### config.mk
export PLATFORM = sky130hd
export DESIGN_NAME = dq_cell
export DESIGN_NICKNAME = d
export VERILOG_FILES = /design/src/hdl/dq_pkg.sv /design/src/hdl/dq_cell.sv
export SDC_FILE = /design/constraint.sdc
export NUM_CORES = 1
export LEC_CHECK = 0
export BUFFER_PORTS_ARGS = -buffer_cell sky130_fd_sc_hd__buf_2
export CAP_MARGIN = 20
export CELL_PAD_IN_SITES_DETAIL_PLACEMENT = 0
export CELL_PAD_IN_SITES_GLOBAL_PLACEMENT = 1
export CORE_UTILIZATION = 26
export CTS_BUF_LIST = sky130_fd_sc_hd__clkbuf_8
export DETAILED_ROUTE_END_ITERATION = 16
export MAX_ROUTING_LAYER = met4
export PLACE_DENSITY = 0.82
export SYNTH_ARGS = -nofsm -noshare
export SYNTH_HDL_FRONTEND = slang
export SYNTH_SLANG_ARGS = --single-unit
### constraint.sdc
create_clock -name clk -period 9.5 [get_ports clk]
set_input_delay 1.9 -clock clk [delete_from_list [all_inputs] [get_ports clk]]
set_output_delay 1.9 -clock clk [all_outputs]
set_load 0.05 [all_outputs]
### src/hdl/dq_pkg.sv
// Types and constants shared by the deque cells, tree, top level and checker.
`default_nettype none

package dq_pkg;

    localparam int DEPTH_DEF      = 256;
    localparam int DATA_WIDTH_DEF = 64;

    // Item field layout
    localparam int OP_W        = 3;
    localparam int VALUE_W     = 64;
    localparam int CNT_FIELD_W = 9;
    localparam int VALUE_LSB   = OP_W;
    localparam int OK_BIT      = VALUE_W;
    localparam int CNT_LSB     = VALUE_W + 1;
    localparam int S_TDATA_W   = 72;
    localparam int M_TDATA_W   = 80;

    // OR levels between two register ranks of the back-select tree
    localparam int TREE_SPAN = 3;

    typedef logic [VALUE_W-1:0]     value_t;
    typedef logic [CNT_FIELD_W-1:0] cnt_field_t;
    typedef logic [M_TDATA_W-1:0]   m_word_t;

    typedef enum logic [OP_W-1:0] {
        OP_PEEK_BACK  = 3'd0,
        OP_PUSH_BACK  = 3'd1,
        OP_POP_BACK   = 3'd2,
        OP_PUSH_FRONT = 3'd3,
        OP_POP_FRONT  = 3'd4
    } op_t;

    typedef enum logic [1:0] {
        ST_IDLE,
        ST_WAIT,
        ST_HOLD
    } state_t;

    // Per-cycle command broadcast to every cell of the chain
    typedef struct packed {
        logic push_front;
        logic pop_front;
        logic push_back;
    } cell_ctl_t;

endpackage

`default_nettype wire

### src/hdl/dq_cell.sv
// One storage cell of the deque chain.
`default_nettype none

module dq_cell #(
    parameter int DW  = dq_pkg::DATA_WIDTH_DEF,
    parameter int CW  = $clog2(dq_pkg::DEPTH_DEF + 1),
    parameter int IDX = 0
) (
    input  wire                    clk,
    input  wire dq_pkg::cell_ctl_t ctl,
    input  wire [CW-1:0]           count,
    input  wire [DW-1:0]           push_value,
    input  wire [DW-1:0]           lower_data,
    input  wire [DW-1:0]           upper_data,
    output logic [DW-1:0]          data,
    output logic [DW-1:0]          leaf
);

    logic [DW-1:0] data_reg;
    logic [DW-1:0] data_next;

    // Push front moves every entry one cell up, pop front one cell down,
    // push back fills only the first free cell.
    always_comb
    begin
        data_next = data_reg;
        priority if (ctl.push_front)
        begin
            data_next = lower_data;
        end
        else if (ctl.pop_front)
        begin
            data_next = upper_data;
        end
        else if (ctl.push_back && (count == CW'(IDX)))
        begin
            data_next = push_value;
        end
        else
        begin
            data_next = data_reg;
        end
    end

    always_ff @(posedge clk)
    begin
        data_reg <= data_next;
    end

    assign data = data_reg;

    // Offer the entry to the select tree only when this cell holds the back.
    assign leaf = (count == CW'(IDX + 1)) ? data_reg : '0;

endmodule

`default_nettype wire

==> results_dict.tcl <==
set metrics [dict create \
    status "completed" \
    cts_root_buffer "clkbuf_8" \
    synth_cell_types 17 \
    worstSetupStartpointType "input pin" \
    fp.dieW_um 132 \
    final_nets 945 \
    antenna_found_initial 0 \
    die_h_um 132 \
    min_path_type "input pin to flop" \
    wirelength_um 14200 \
    synth_warnings 0 \
    min_period_ps 5600 \
    overflow 0 \
    setup_viol 0 \
    grt_max_degree 69 \
    ff_latch_area_um2 1920 \
    critPathArrivalTime_ps 3700 \
    hold_path_depth 3 \
    hold_viol 0 \
    post-route-util 0.386 \
    dpl.cell_count 946 \
    cts_made_buffers 9 \
    cts_resized 0 \
    viasPerCell 4.42 \
    maxCapViolCount 0 \
    synth_fp_nets 637 \
    drc 0 \
    crit_type "input pin to primary output" \
    clk_path_buf_depth 2 \
    drtIter0Drc 132 \
    cts.htree.levels 3 \
    drv_slew 0 \
    portBuffers 332 \
    rsz0062_at_grt "no" \
    fmax_mhz 179 \
    p_sw_w 0.000326 \
    cp.required_ps 7600 \
    seqPwrFrac 0.436 \
    rows 47 \
    ys_ff_latch 64 \
    grt_pass1_wl_um 21500 \
    setup_tns_ps 0 \
    cts_tree "built" \
    hpwlAfterDp_um 10500 \
    wl_per_cell_um 14.8 \
    nFillCells 1682 \
    gp_congestion 0.816 \
    clock_sinks 64 \
    postCtsSetupBuffers 0 \
    netlist_instances 432 \
    first_pass_iters 4 \
    die-area_um2 17300 \
    netlist_area_um2 4370 \
    drive_gt1_frac 0.542 \
    fin_cells 962 \
    groute.usage.overall 0.165 \
    comb_power_share 0.340 \
    drtAntennaViolNets 0 \
    tightest_slew_ps 649 \
    area.growth.synth_to_final_pct 45.5 \
    n_antenna_cell 0 \
    multi_input_area_um2 2010 \
    coreArea_um2 16500 \
    pwr_density_cell_nw_per_um2 133 \
    io_pins 333 \
    p_int_w 0.000519 \
    cp-end-kind "primary output" \
    postCtsHoldBufs 0 \
    avgSynthCellArea_um2 10.1 \
    sw_frac_of_total 0.386 \
    path_max_fanout 36 \
    maxSlewHeadroom 0.567 \
    vias 4248 \
    clk_pin_slew_ps 70 \
    grt_pass1_vias 4092 \
    leakage_nw 3.18 \
    period_share 0.589 \
    synth-seq-area-share 0.440 \
    largest_reg_flops 64 \
    start_util 0.265 \
    ir_drop_mv 0.0634 \
    pwr-share-clk 0.224 \
]
[stage by stage]
step	hold slack, ps	total power, W	area [um2]	setup WS (ps)
CTS	1800	0.000855	6290	3870
finish	1830	0.000844	6350	3900
detailed placement	2180	0.000662	6150	3870
floorplan	2090	0.000568	4370	2760
global placement	2170	0.000659	6150	3890
global route	1810	0.000886	6350	3830
[area by class of cell]
cell class	instances	area share
Sequential cell	64	0.302
Clock buffer	9	0.0195
Multi-Input combinational cell	262	0.317
Inverter	64	0.0378
Timing Repair Buffer	339	0.278
Clock inverter	4	0.00236
Tap cell	220	0.0433
[layer usage]
metal  vias up  global-route usage  share of wire
li1       2142                   -              -
met1      1933               0.176           0.40
met2       159               0.299           0.53
met3        14              0.0305          0.050
met4         0              0.0672          0.018
met5         -                   -              0
[power groups by stage]
stage	clock (W)	sequential, W	combinational (W)
finish	0.000189	0.000368	0.000287
global route	0.000208	0.000372	0.000305
CTS	0.000199	0.000369	0.000287
detailed placement	0	0.000375	0.000286
global placement	0	0.000374	0.000286
floorplan	0	0.000491	0.0000779
[final timing paths]
check,to,start
worst max-delay path,leaf[30],count[5]
worst min-delay path,data[32],lower_data[32]
[cells in the mapped netlist]
master,count,share of area
nand2_1,64,0.055
inv_1,64,0.055
o41ai_1,1,0.0020
buf_1,6,0.0052
edfxtp_1,64,0.44
nor4_2,47,0.13
or4_4,1,0.0026
clkbuf_1,15,0.013
buf_6,6,0.015
nor4_4,3,0.015
o21ai_0,64,0.073
nor4_1,14,0.020
buf_2,15,0.017
nand2b_1,2,0.0029
nor2_1,1,0.00086
mux2i_1,64,0.15
or3_1,1,0.0014
[layout by cell type, fill, tap and decap left out]
| master | instances |
|---|---|
| mux2i_1 | 64 |
| o21ai_0 | 64 |
| o41ai_4 | 1 |
| nor2_1 | 1 |
| nand2_1 | 64 |
| inv_1 | 64 |
| buf_2 | 330 |
| edfxtp_1 | 64 |
| or4_4 | 1 |
| buf_16 | 1 |
| buf_4 | 6 |
| nand2b_1 | 1 |
| nand2b_4 | 1 |
| or3_4 | 1 |
| clkinv_1 | 4 |
| nor4_4 | 3 |
| nor4_2 | 47 |
| buf_12 | 2 |
| nor4_1 | 14 |
| clkbuf_8 | 9 |
[worst max-delay path: stages]
cell,delay [ps]
buf_2,100
or4_4,780
buf_12,290
nor4_2,280
buf_2,310
[cells by family (layout without fill, tap and decap cells)]
family	count (synthesis)	in the layout	synth area share
AO/OA/AOI/OAI	65	65	0.0754
buffers and inverters	106	416	0.106
flip-flops	64	64	0.440
multiplexers	64	64	0.147
AND/OR/NAND/NOR	133	133	0.232
No activity file was read; power rests on OpenSTA's default activity.
